<file path="src/rtl/dns_query_allowlist_filter_macros.svh">
// assertion macros for the dns query allowlist filter
// used by dqaf_parser through `include, no other dependencies
`ifndef DNS_QUERY_ALLOWLIST_FILTER_MACROS_SVH
`define DNS_QUERY_ALLOWLIST_FILTER_MACROS_SVH

`ifndef SYNTHESIS

`define DQAF_ASSERT_NOW(label, clk, rst, ante, cons) \
   label: assert property (@(posedge clk) disable iff (rst) (ante) |-> (cons)) \
      else $error("dqaf check failed");

`define DQAF_ASSERT_NEXT(label, clk, rst, ante, cons) \
   label: assert property (@(posedge clk) disable iff (rst) (ante) |=> (cons)) \
      else $error("dqaf check failed");

`else

`define DQAF_ASSERT_NOW(label, clk, rst, ante, cons)

`define DQAF_ASSERT_NEXT(label, clk, rst, ante, cons)

`endif

`endif

</file>
<file path="src/rtl/dqaf_pkg.sv">
// shared types, constants and allowlist rom for the dns query allowlist filter
// no dependencies
package dqaf_pkg;

   localparam int MAX_PACKET_BYTES_DEF = 512;
   localparam int NAME_CHARS_MAX_DEF   = 128;
   localparam int ALLOWED_ENTRIES_DEF  = 13;

   localparam int HEADER_BYTES   = 12;
   localparam int QCOUNT_HI_POS  = 4;
   localparam int QCOUNT_LO_POS  = 5;
   localparam int TAIL_BYTES     = 4;
   localparam int ANSWER_BYTES   = 16;
   localparam int REPLY_LIMIT    = 512;
   localparam int ROM_ROWS       = 13;
   localparam int ROW_CHARS      = 32;
   localparam int VERDICT_W      = 3;
   localparam int QEND_W         = 10;
   localparam int ENTRY_W        = 4;

   localparam logic [7:0] POINTER_MARK = 8'hC0;
   localparam logic [7:0] DOT_CHAR     = 8'h2E;

   typedef enum logic [VERDICT_W-1:0] {
      VERDICT_ANSWER       = 3'd0,
      VERDICT_SHORT_HEADER = 3'd1,
      VERDICT_QCOUNT       = 3'd2,
      VERDICT_BAD_NAME     = 3'd3,
      VERDICT_INCOMPLETE   = 3'd4,
      VERDICT_NOT_ALLOWED  = 3'd5,
      VERDICT_TOO_LONG     = 3'd6
   } verdict_type;

   typedef struct packed {
      logic [7:0] packet_byte;
      logic       last_byte;
   } item_type;

   typedef struct packed {
      verdict_type         verdict;
      logic [QEND_W-1:0]   question_end;
      logic [ENTRY_W-1:0]  matched_entry;
   } result_type;

   // rows are right aligned, first character in the highest used byte of the row
   localparam logic [ROW_CHARS*8-1:0] ALLOW_ROM [ROM_ROWS] = '{
      256'h64_65_76_69_63_65_2e_6c_6f_63_61_6c,
      256'h77_77_77_2e_64_65_76_69_63_65_2e_6c_6f_63_61_6c,
      256'h70_6f_72_74_61_6c_2e_6c_6f_63_61_6c,
      256'h65_73_70_33_32_2e_6c_6f_63_61_6c,
      256'h63_6f_6e_6e_65_63_74_69_76_69_74_79_63_68_65_63_6b_2e_67_73_74_61_74_69_63_2e_63_6f_6d,
      256'h63_6f_6e_6e_65_63_74_69_76_69_74_79_63_68_65_63_6b_2e_61_6e_64_72_6f_69_64_2e_63_6f_6d,
      256'h63_6c_69_65_6e_74_73_33_2e_67_6f_6f_67_6c_65_2e_63_6f_6d,
      256'h63_61_70_74_69_76_65_2e_61_70_70_6c_65_2e_63_6f_6d,
      256'h77_77_77_2e_61_70_70_6c_65_2e_63_6f_6d,
      256'h61_70_70_6c_65_2e_63_6f_6d,
      256'h77_77_77_2e_6d_73_66_74_63_6f_6e_6e_65_63_74_74_65_73_74_2e_63_6f_6d,
      256'h77_77_77_2e_6d_73_66_74_6e_63_73_69_2e_63_6f_6d,
      256'h6d_73_66_74_63_6f_6e_6e_65_63_74_74_65_73_74_2e_63_6f_6d
   };

   localparam logic [4:0] ROW_LEN [ROM_ROWS] = '{
      5'd12, 5'd16, 5'd12, 5'd11, 5'd29, 5'd29, 5'd19,
      5'd17, 5'd13, 5'd9, 5'd23, 5'd16, 5'd19
   };

   function automatic logic [4:0] rom_len(input logic [3:0] row);
      return ROW_LEN[row];
   endfunction

   function automatic logic [7:0] rom_char(input logic [3:0] row, input logic [4:0] col);
      logic [4:0] off;
      off = ROW_LEN[row] - 5'd1 - col;
      return ALLOW_ROM[row][{off, 3'b000} +: 8];
   endfunction

   function automatic logic [7:0] fold_case(input logic [7:0] c);
      return (c >= 8'h41 && c <= 8'h5A) ? c + 8'h20 : c;
   endfunction

endpackage

</file>
<file path="src/rtl/dns_query_allowlist_filter.sv">
// DNS query allowlist filter, top level; uses dqaf_pkg, dqaf_in_stage, dqaf_parser and
// dqaf_out_stage. Takes a query datagram one byte per transaction on the req_ channel and
// gives one transaction on the rsp_ channel per datagram, after its last byte. A byte is
// accepted every cycle: each byte goes through an input register, one pass of the parser
// with its per-entry compare lanes, and on the last byte into the result register, from
// which the verdict is presented. Only a stalled result holds up the input, and only once
// the input register is full as well. No warm-up after reset.
module dns_query_allowlist_filter #(
   parameter int MAX_PACKET_BYTES = dqaf_pkg::MAX_PACKET_BYTES_DEF,
   parameter int NAME_CHARS_MAX   = dqaf_pkg::NAME_CHARS_MAX_DEF,
   parameter int ALLOWED_ENTRIES  = dqaf_pkg::ALLOWED_ENTRIES_DEF
) (
   input  logic                           clock,
   input  logic                           reset,
   input  logic                           req_valid,
   output logic                           req_ready,
   input  logic [7:0]                     req_packet_byte,
   input  logic                           req_last_byte,
   output logic                           rsp_valid,
   input  logic                           rsp_ready,
   output logic [dqaf_pkg::VERDICT_W-1:0] rsp_verdict,
   output logic [dqaf_pkg::QEND_W-1:0]    rsp_question_end,
   output logic [dqaf_pkg::ENTRY_W-1:0]   rsp_matched_entry
);

   logic                 advance;
   logic                 item_valid;
   dqaf_pkg::item_type   item;
   dqaf_pkg::result_type result;

   dqaf_in_stage u_in_stage (
      .clock           (clock),
      .reset           (reset),
      .req_valid       (req_valid),
      .req_ready       (req_ready),
      .req_packet_byte (req_packet_byte),
      .req_last_byte   (req_last_byte),
      .advance         (advance),
      .item_valid      (item_valid),
      .item            (item)
   );

   dqaf_parser #(
      .MAX_PACKET_BYTES (MAX_PACKET_BYTES),
      .NAME_CHARS_MAX   (NAME_CHARS_MAX),
      .ALLOWED_ENTRIES  (ALLOWED_ENTRIES)
   ) u_parser (
      .clock      (clock),
      .reset      (reset),
      .item_valid (item_valid),
      .item       (item),
      .advance    (advance),
      .result     (result)
   );

   dqaf_out_stage u_out_stage (
      .clock             (clock),
      .reset             (reset),
      .load_valid        (item_valid && item.last_byte),
      .result            (result),
      .advance           (advance),
      .rsp_valid         (rsp_valid),
      .rsp_ready         (rsp_ready),
      .rsp_verdict       (rsp_verdict),
      .rsp_question_end  (rsp_question_end),
      .rsp_matched_entry (rsp_matched_entry)
   );

endmodule

</file>
<file path="src/rtl/dqaf_in_stage.sv">
// input register for the dns query allowlist filter
// depends on dqaf_pkg
module dqaf_in_stage (
   input  logic              clock,
   input  logic              reset,
   input  logic              req_valid,
   output logic              req_ready,
   input  logic [7:0]        req_packet_byte,
   input  logic              req_last_byte,
   input  logic              advance,
   output logic              item_valid,
   output dqaf_pkg::item_type item
);

   logic               valid_ff, valid_in;
   dqaf_pkg::item_type item_ff;

   assign req_ready  = !valid_ff || advance;
   assign valid_in   = req_ready ? req_valid : valid_ff;
   assign item_valid = valid_ff;
   assign item       = item_ff;

   always_ff @(posedge clock) begin
      if (reset) begin
         valid_ff <= 1'b0;
      end else begin
         valid_ff <= valid_in;
      end
   end

   always_ff @(posedge clock) begin
      if (req_valid && req_ready) begin
         item_ff.packet_byte <= req_packet_byte;
         item_ff.last_byte   <= req_last_byte;
      end
   end

endmodule

</file>
<file path="src/rtl/dqaf_parser.sv">
// per-byte header and name parser with parallel allowlist lanes and verdict logic
// depends on dqaf_pkg and dns_query_allowlist_filter_macros.svh
`include "dns_query_allowlist_filter_macros.svh"

module dqaf_parser #(
   parameter int MAX_PACKET_BYTES = dqaf_pkg::MAX_PACKET_BYTES_DEF,
   parameter int NAME_CHARS_MAX   = dqaf_pkg::NAME_CHARS_MAX_DEF,
   parameter int ALLOWED_ENTRIES  = dqaf_pkg::ALLOWED_ENTRIES_DEF
) (
   input  logic                 clock,
   input  logic                 reset,
   input  logic                 item_valid,
   input  dqaf_pkg::item_type   item,
   input  logic                 advance,
   output dqaf_pkg::result_type result
);

   localparam int POS_W = $clog2(MAX_PACKET_BYTES + 1);
   localparam int CNT_W = $clog2(NAME_CHARS_MAX);
   localparam int EXT_W = ((POS_W > dqaf_pkg::QEND_W) ? POS_W : dqaf_pkg::QEND_W) + 1;

   typedef enum logic [4:0] {
      PH_HEADER = 5'b00001,
      PH_LENGTH = 5'b00010,
      PH_BODY   = 5'b00100,
      PH_TAIL   = 5'b01000,
      PH_STOP   = 5'b10000
   } phase_type;

   logic [POS_W-1:0]           pos_ff, pos_in, pos_nx;
   phase_type                  phase_ff, phase_in, phase_nx;
   logic [7:0]                 left_ff, left_in, left_nx;
   logic [CNT_W-1:0]           count_ff, count_in, count_nx;
   logic [ALLOWED_ENTRIES-1:0] mask_ff, mask_in, mask_nx;
   logic                       ended_ff, ended_in, ended_nx;
   logic [15:0]                qc_ff, qc_in, qc_nx;
   logic [POS_W-1:0]           neo_ff, neo_in, neo_nx;
   logic                       malformed_ff, malformed_in, malformed_nx;

   logic                       upd;
   logic                       push_en;
   logic [7:0]                 push_c;
   logic [ALLOWED_ENTRIES-1:0] keep;
   logic [ALLOWED_ENTRIES-1:0] hit;
   logic [7:0]                 b;

   assign upd    = item_valid && advance;
   assign b      = item.packet_byte;
   // a length byte only ever pushes the dot separator
   assign push_c = (phase_ff == PH_LENGTH) ? dqaf_pkg::DOT_CHAR : b;

   // one compare lane per allowlist entry
   for (genvar i = 0; i < ALLOWED_ENTRIES; i++) begin : g_lane
      if (i < dqaf_pkg::ROM_ROWS) begin : g_rom
         assign keep[i] = (count_ff < CNT_W'(dqaf_pkg::rom_len(4'(i))))
            && (dqaf_pkg::fold_case(push_c) == dqaf_pkg::rom_char(4'(i), count_ff[4:0]));
         assign hit[i] = mask_nx[i] && (count_nx == CNT_W'(dqaf_pkg::rom_len(4'(i))));
      end else begin : g_none
         assign keep[i] = 1'b0;
         assign hit[i]  = 1'b0;
      end
   end

   always_comb begin
      pos_nx       = pos_ff;
      phase_nx     = phase_ff;
      left_nx      = left_ff;
      count_nx     = count_ff;
      mask_nx      = mask_ff;
      ended_nx     = ended_ff;
      qc_nx        = qc_ff;
      neo_nx       = neo_ff;
      malformed_nx = malformed_ff;
      push_en      = 1'b0;
      if (pos_ff < POS_W'(MAX_PACKET_BYTES)) begin
         unique case (phase_ff)
            PH_HEADER: begin
               if (pos_ff == POS_W'(dqaf_pkg::QCOUNT_HI_POS)) begin
                  qc_nx = {b, 8'h00};
               end else if (pos_ff == POS_W'(dqaf_pkg::QCOUNT_LO_POS)) begin
                  qc_nx = {qc_ff[15:8], b};
               end
               if (pos_ff == POS_W'(dqaf_pkg::HEADER_BYTES - 1)) begin
                  phase_nx = PH_LENGTH;
               end
            end
            PH_LENGTH: begin
               if (b == 8'h00) begin
                  neo_nx   = pos_ff + 1'b1;
                  phase_nx = PH_TAIL;
               end else if ((b & dqaf_pkg::POINTER_MARK) == dqaf_pkg::POINTER_MARK) begin
                  malformed_nx = 1'b1;
                  phase_nx     = PH_STOP;
               end else begin
                  push_en  = (count_ff != '0);
                  left_nx  = b;
                  phase_nx = PH_BODY;
               end
            end
            PH_BODY: begin
               push_en = 1'b1;
               if (left_ff != 8'd0) begin
                  left_nx = left_ff - 8'd1;
               end
               if (left_nx == 8'd0) begin
                  phase_nx = PH_LENGTH;
               end
            end
            PH_TAIL, PH_STOP: begin
            end
            default: begin
            end
         endcase
         pos_nx = pos_ff + 1'b1;
      end
      if (push_en && !ended_ff && (count_ff < CNT_W'(NAME_CHARS_MAX - 1))) begin
         if (push_c == 8'h00) begin
            ended_nx = 1'b1;
         end else begin
            mask_nx  = mask_ff & keep;
            count_nx = count_ff + 1'b1;
         end
      end
   end

   // verdict for a datagram that ends on this byte
   always_comb begin
      logic                         found;
      logic [dqaf_pkg::ENTRY_W-1:0] match;
      logic [EXT_W-1:0]             tail_end;
      logic [EXT_W-1:0]             reply_end;
      found     = 1'b0;
      match     = '0;
      tail_end  = EXT_W'(neo_nx) + EXT_W'(dqaf_pkg::TAIL_BYTES);
      reply_end = tail_end + EXT_W'(dqaf_pkg::ANSWER_BYTES);
      for (int i = ALLOWED_ENTRIES - 1; i >= 0; i--) begin
         if (hit[i]) begin
            found = 1'b1;
            match = dqaf_pkg::ENTRY_W'(i);
         end
      end
      result.verdict       = dqaf_pkg::VERDICT_ANSWER;
      result.question_end  = '0;
      result.matched_entry = '0;
      priority if (pos_nx < POS_W'(dqaf_pkg::HEADER_BYTES)) begin
         result.verdict = dqaf_pkg::VERDICT_SHORT_HEADER;
      end else if (qc_nx != 16'd1) begin
         result.verdict = dqaf_pkg::VERDICT_QCOUNT;
      end else if (malformed_nx || phase_nx == PH_BODY) begin
         result.verdict = dqaf_pkg::VERDICT_BAD_NAME;
      end else if (phase_nx != PH_TAIL || tail_end > EXT_W'(pos_nx)) begin
         result.verdict = dqaf_pkg::VERDICT_INCOMPLETE;
      end else if (!found) begin
         result.verdict = dqaf_pkg::VERDICT_NOT_ALLOWED;
      end else if (reply_end > EXT_W'(dqaf_pkg::REPLY_LIMIT)) begin
         result.verdict = dqaf_pkg::VERDICT_TOO_LONG;
      end else begin
         result.question_end  = tail_end[dqaf_pkg::QEND_W-1:0];
         result.matched_entry = match;
      end
   end

   always_comb begin
      pos_in       = pos_ff;
      phase_in     = phase_ff;
      left_in      = left_ff;
      count_in     = count_ff;
      mask_in      = mask_ff;
      ended_in     = ended_ff;
      qc_in        = qc_ff;
      neo_in       = neo_ff;
      malformed_in = malformed_ff;
      if (upd) begin
         if (item.last_byte) begin
            pos_in       = '0;
            phase_in     = PH_HEADER;
            left_in      = '0;
            count_in     = '0;
            mask_in      = '1;
            ended_in     = 1'b0;
            qc_in        = '0;
            neo_in       = '0;
            malformed_in = 1'b0;
         end else begin
            pos_in       = pos_nx;
            phase_in     = phase_nx;
            left_in      = left_nx;
            count_in     = count_nx;
            mask_in      = mask_nx;
            ended_in     = ended_nx;
            qc_in        = qc_nx;
            neo_in       = neo_nx;
            malformed_in = malformed_nx;
         end
      end
   end

   always_ff @(posedge clock) begin
      if (reset) begin
         pos_ff       <= '0;
         phase_ff     <= PH_HEADER;
         left_ff      <= '0;
         count_ff     <= '0;
         mask_ff      <= '1;
         ended_ff     <= 1'b0;
         qc_ff        <= '0;
         neo_ff       <= '0;
         malformed_ff <= 1'b0;
      end else begin
         pos_ff       <= pos_in;
         phase_ff     <= phase_in;
         left_ff      <= left_in;
         count_ff     <= count_in;
         mask_ff      <= mask_in;
         ended_ff     <= ended_in;
         qc_ff        <= qc_in;
         neo_ff       <= neo_in;
         malformed_ff <= malformed_in;
      end
   end

   `DQAF_ASSERT_NEXT(a_reset_after_last, clock, reset, upd && item.last_byte, pos_ff == '0 && phase_ff == PH_HEADER && mask_ff == '1)
   `DQAF_ASSERT_NEXT(a_mask_only_clears, clock, reset, upd && !item.last_byte, (mask_ff & ~$past(mask_ff)) == '0)
   `DQAF_ASSERT_NOW(a_answer_qend_floor, clock, reset, upd && item.last_byte && result.verdict == dqaf_pkg::VERDICT_ANSWER, result.question_end >= dqaf_pkg::QEND_W'(dqaf_pkg::HEADER_BYTES + 1 + dqaf_pkg::TAIL_BYTES))
   `DQAF_ASSERT_NOW(a_pos_bounded, clock, reset, 1'b1, pos_ff <= POS_W'(MAX_PACKET_BYTES))

endmodule

</file>
<file path="src/rtl/dqaf_out_stage.sv">
// result register for the dns query allowlist filter
// depends on dqaf_pkg
module dqaf_out_stage (
   input  logic                                clock,
   input  logic                                reset,
   input  logic                                load_valid,
   input  dqaf_pkg::result_type                result,
   output logic                                advance,
   output logic                                rsp_valid,
   input  logic                                rsp_ready,
   output logic [dqaf_pkg::VERDICT_W-1:0]      rsp_verdict,
   output logic [dqaf_pkg::QEND_W-1:0]         rsp_question_end,
   output logic [dqaf_pkg::ENTRY_W-1:0]        rsp_matched_entry
);

   logic                 valid_ff, valid_in;
   dqaf_pkg::result_type result_ff;

   assign advance           = !valid_ff || rsp_ready;
   assign valid_in          = advance ? load_valid : valid_ff;
   assign rsp_valid         = valid_ff;
   assign rsp_verdict       = result_ff.verdict;
   assign rsp_question_end  = result_ff.question_end;
   assign rsp_matched_entry = result_ff.matched_entry;

   always_ff @(posedge clock) begin
      if (reset) begin
         valid_ff <= 1'b0;
      end else begin
         valid_ff <= valid_in;
      end
   end

   always_ff @(posedge clock) begin
      if (advance && load_valid) begin
         result_ff <= result;
      end
   end

endmodule
</file>
<file path="config.mk">
export PLATFORM = sky130hd
export DESIGN_NAME = dns_query_allowlist_filter
export DESIGN_NICKNAME = d
export VERILOG_FILES = /design/src/rtl/dqaf_pkg.sv /design/src/rtl/dns_query_allowlist_filter.sv /design/src/rtl/dqaf_in_stage.sv /design/src/rtl/dqaf_parser.sv /design/src/rtl/dqaf_out_stage.sv
export VERILOG_INCLUDE_DIRS = /design/src /design/src/rtl
export SDC_FILE = /design/constraint.sdc
export NUM_CORES = 1
export LEC_CHECK = 0
export BUFFER_PORTS_ARGS = -buffer_cell sky130_fd_sc_hd__buf_2
export CAP_MARGIN = 20
export CORE_ASPECT_RATIO = 0.8
export CORE_MARGIN = 5
export CORE_UTILIZATION = 45
export CTS_BUF_LIST = sky130_fd_sc_hd__clkbuf_16
export CTS_CLUSTER_SIZE = 24
export DETAILED_ROUTE_END_ITERATION = 12
export GPL_ROUTABILITY_DRIVEN = 0
export GPL_TIMING_DRIVEN = 0
export REMOVE_ABC_BUFFERS = 1
export SYNTH_ARGS = -nofsm -noshare
export SYNTH_HDL_FRONTEND = slang
export SYNTH_SLANG_ARGS = --single-unit
</file>
<file path="constraint.sdc">
create_clock -name clock -period 5.7 [get_ports clock]
set_input_delay 0.855 -clock clock [delete_from_list [all_inputs] [get_ports clock]]
set_output_delay 0.855 -clock clock [all_outputs]
set_load 0.01 [all_outputs]
</file>
==> summary.md <==
| Metric | Value |
|---|---|
| # H-tree levels | 3 |
| CP Cell Sequence | clkinvlp_4 -> ha_4 -> inv_1 -> ha_2 -> clkinvlp_4 -> o2111a_1 -> o2111ai_1 -> a211oi_1 -> a211oi_1 -> nor2_1 -> a21oi_1 -> o22ai_1 -> nand4b_1 -> o21ai_4 -> nor2b_1 |
| CP Class | register to register |
| Num CTS Buffers | 9 |
| Metal2 WL | 14.64 mm |
| Share of the synthesized area in the top cell type | 13.84% |
| Synth Register Bits | 99 |
| WL/cell | 21.73 µm |
| Min cycle time layout | 5.609 ns |
| Least-Margin Pin Slew | 1.109 ns |
| Max FO, Critical Path | 45 |
| Worst Reg-to-Reg Cells | 15 |
| Yosys top cell by area | dfxtp_1 |
| Lkg Pwr | 4.034 nW |
| Req. time, crit path | 5.79 ns |
| CTS root buf | clkbuf_16 |
| Post-route clock skew | 0.01546 ns |
| Status | finished clean |
| CTS Buffer Depth | 2 |
| Vias in the first global route | 9857 |
| Crit path largest cell delay | 0.73 ns |
| Worst skew pair latency | 0.35 ns |
| Core area | 23270 µm² |
| Fin nets | 1451 |
| First-pass GRT wire length | 57.16 mm |
| # hold bufs at CTS | 0 |
| Hold_ws | 0.4719 ns |
| Layout cells sized above 1 | 9.507% |
| Period utilization | 98.40% |
| Crit. End Element | register |
| Worst flop-to-flop path startpoint | u_parser.count_ff[0]$_SDFFE_PP0P_ |
| Uppermost layer routed | met4 |
| Mean area per synthesized cell | 7.274 µm² |
| CTS Sinks | 99 |
| Synth Instances | 1452 |
| Hold path depth | 2 |
| Worst flop-to-flop path endpoint | u_out_stage.rsp_question_end[8]$_SDFFCE_PP0P_ |
| Die height | 147.0 µm |
| Post-DP HPWL | 25.67 mm |
| Fin. Hold Viols | 0 |
| Pre-CTS setup slack | -1.061 ns |
| Top-count cell post-synth | nor2_1 |
| Hold endpoint | u_parser.mask_ff[12]$_SDFFE_PP1P_ |
| CP startpoint kind | register |
| Slowest cell on crit path | dfxtp_4 |
| Post-DRT Antenna Nets | 0 |
| DRC | 0 |
| Most used DFF post-synth | dfxtp_1 |
| Buffers and inverters on the worst path | 3 |
| Input/output buffers | 31 |
| Post-synthesis async set-or-reset flop share | 0% |
| Setup violators final | 0 |
| Initial Util | 45.38% |
| Number of synthesized flops with an enable pin | 26 |
| Min-Delay Path Class | register to register |
| Post-synth top cells | nor2_1, nand2_1, a21oi_1, clkbuf_1, o21ai_0 |
| Slew margin rel. | 25.27% |
| Area Growth Syn to Fin | 6.812% |
| # IOs | 32 |
| N_diodes | 0 |
| Dominant cells by area after synthesis | dfxtp_1, edfxtp_1, xnor2_1 |
| Initial antenna violation count | 0 |
| CP arrival | 5.70 ns |
| Slew Viols, Final | 0 |
| Via count | 11350 |
| Metal3 WL | 4.183 mm |
| Power Density | 133.6 nW/µm² |
| Horiz. Die Dim | 181.3 µm |
| Router iterations before antenna repair | 6 |
| FP Rows | 50 |
| Setup WS post-layout | 0.09143 ns |
| Synth Warn # | 0 |
| TritonCTS clock tree | built |
| DR vias/cell | 6.632 |
| VDD IR max | 0.1619 mV |
| Unique masters post-synth | 92 |
| Largest net degree at the start of global routing | 58 |
| Grt ovf | 0 |
| Synth Cell Area | 10560 µm² |
| Overall Power | 0.001507 W |
| Tot GR Track Use | 26.26% |
| Hold path start | u_parser.mask_ff[12]$_SDFFE_PP1P_ |
| R2R setup slack | 0.09 ns |
| Max-cap viol count | 0 |
| Fmax | 0.1783 GHz |
| Critical path's top delay family | compound AO/OA/AOI/OAI gates |
| Drt total wl | 37.18 mm |
| RSZ-0062 raised after global routing | no |
| DIE AREA | 26650 µm² |
| Core Util, Final | 48.47% |
| Clk slew on worst S/H paths | 0.08 ns |
| Drt initial violations | 1688 |
| WL met1 | 17.48 mm |
| Register area share after synthesis | 21.23% |
stage by stage:
step | cell area, µm² | setup TNS (ns) | instances
after floorplan | 10040 | 0 | 1325
after global placement | 10590 | -63.33 | 1668
after detailed placement | 10770 | -15.09 | 1680
after CTS | 11090 | 0 | 1697
after global routing | 11280 | 0 | 1711
final | 11280 | 0 | 1711
worst register-to-register path: cells and delay by family (launching register included):
| kind | cells | cell delay (ns) |
|---|---|---|
| adder cells (fa/ha/maj) | 2 | 0.81 |
| buffers and inverters | 3 | 1.06 |
| AND/OR/NAND/NOR | 3 | 0.56 |
| flip-flops | 1 | 0.73 |
| AO/OA/AOI/OAI | 7 | 2.19 |
how the worst max path moves through the flow:
stage	from	end	slack, ns	cells after the start
detailed placement	u_parser.count_ff[0]$_SDFFE_PP0P_	u_out_stage.rsp_question_end[8]$_SDFFCE_PP0P_	-1.06	15
global route	u_parser.count_ff[3]$_SDFFE_PP0P_	u_out_stage.rsp_question_end[8]$_SDFFCE_PP0P_	0.02	14
finish	u_parser.count_ff[0]$_SDFFE_PP0P_	u_out_stage.rsp_question_end[8]$_SDFFCE_PP0P_	0.09	15
floorplan	u_parser.count_ff[0]$_SDFFE_PP0P_	u_out_stage.rsp_matched_entry[1]$_SDFFCE_PP0P_	0.19	15
CTS	u_parser.count_ff[1]$_SDFFE_PP0P_	u_out_stage.rsp_question_end[8]$_SDFFCE_PP0P_	0.06	15
global placement	u_parser.count_ff[0]$_SDFFE_PP0P_	u_out_stage.rsp_matched_entry[1]$_SDFFCE_PP0P_	-2.98	15
final cells by class:
| class | instances | area [µm²] |
|---|---|---|
| Clock buffer | 9 | 225.2 |
| Clock inverter | 7 | 57.56 |
| Fill cell | 2345 | 11990 |
| Inverter | 40 | 161.4 |
| Multi-Input combinational cell | 1186 | 7727 |
| Sequential cell | 99 | 2253 |
| Tap cell | 312 | 390.4 |
| Timing Repair Buffer | 58 | 465.4 |
power by group:
part	total (W)	switching (W)	leakage [nW]	internal, W
Sequential	0.000746	0.0000206	0.861	0.000726
Combinational	0.000162	0.000107	3.03	0.0000549
Clock	0.000599	0.000295	0.140	0.000304
cell usage in the layout, fill, tap and decap left out, drive strengths merged, types with 15 or more instances in the layout:
cell / count
a211oi: 21
a21oi: 109
a22oi: 37
a31oi: 24
and2: 18
and3: 22
buf: 58
dfxtp: 73
edfxtp: 26
ha: 44
inv: 41
mux2i: 32
nand2: 115
nand2b: 32
nand3: 39
nand4: 17
nor2: 155
nor2b: 20
nor3: 57
nor4: 22
o211ai: 30
o21ai: 85
o31ai: 15
xnor2: 69
xor2: 22
state kept, by name, summed over array words and instances (netlist names), 3 cells and up:
signal	cells
u_in_stage.item	9
u_parser.neo_ff	10
u_out_stage.rsp_question_end	10
u_parser.count_ff	7
u_parser.phase_ff	5
u_parser.qc_ff	16
u_out_stage.rsp_verdict	3
u_out_stage.rsp_matched_entry	4
u_parser.left_ff	8
u_parser.mask_ff	13
u_parser.pos_ff	10
cells by family after synthesis:
logic type / count (synthesis) / synth area share (%)
flops: 99 / 21.23
fa+ha+maj: 45 / 5.307
compound gates: 443 / 28.23
buf+inv: 167 / 6.350
other cells: 1 / 0.03551
mux: 41 / 3.992
simple gates: 564 / 27.09
xor+xnor: 92 / 7.760
metal layers:
metal	global-route usage [%]	up-vias
li1	-	5233
met1	40.83	5354
met2	35.81	668
met3	6.436	92
met4	6.489	0
met5	0	-
repair_timing:
action,CTS,global route
pin swaps,0,2
resized for setup,8,9
endpoints found under the hold margin,0,0
endpoints found under the setup margin,17,16
setup buffers,1,12
Note: power is estimated with default switching activity, not from simulation.
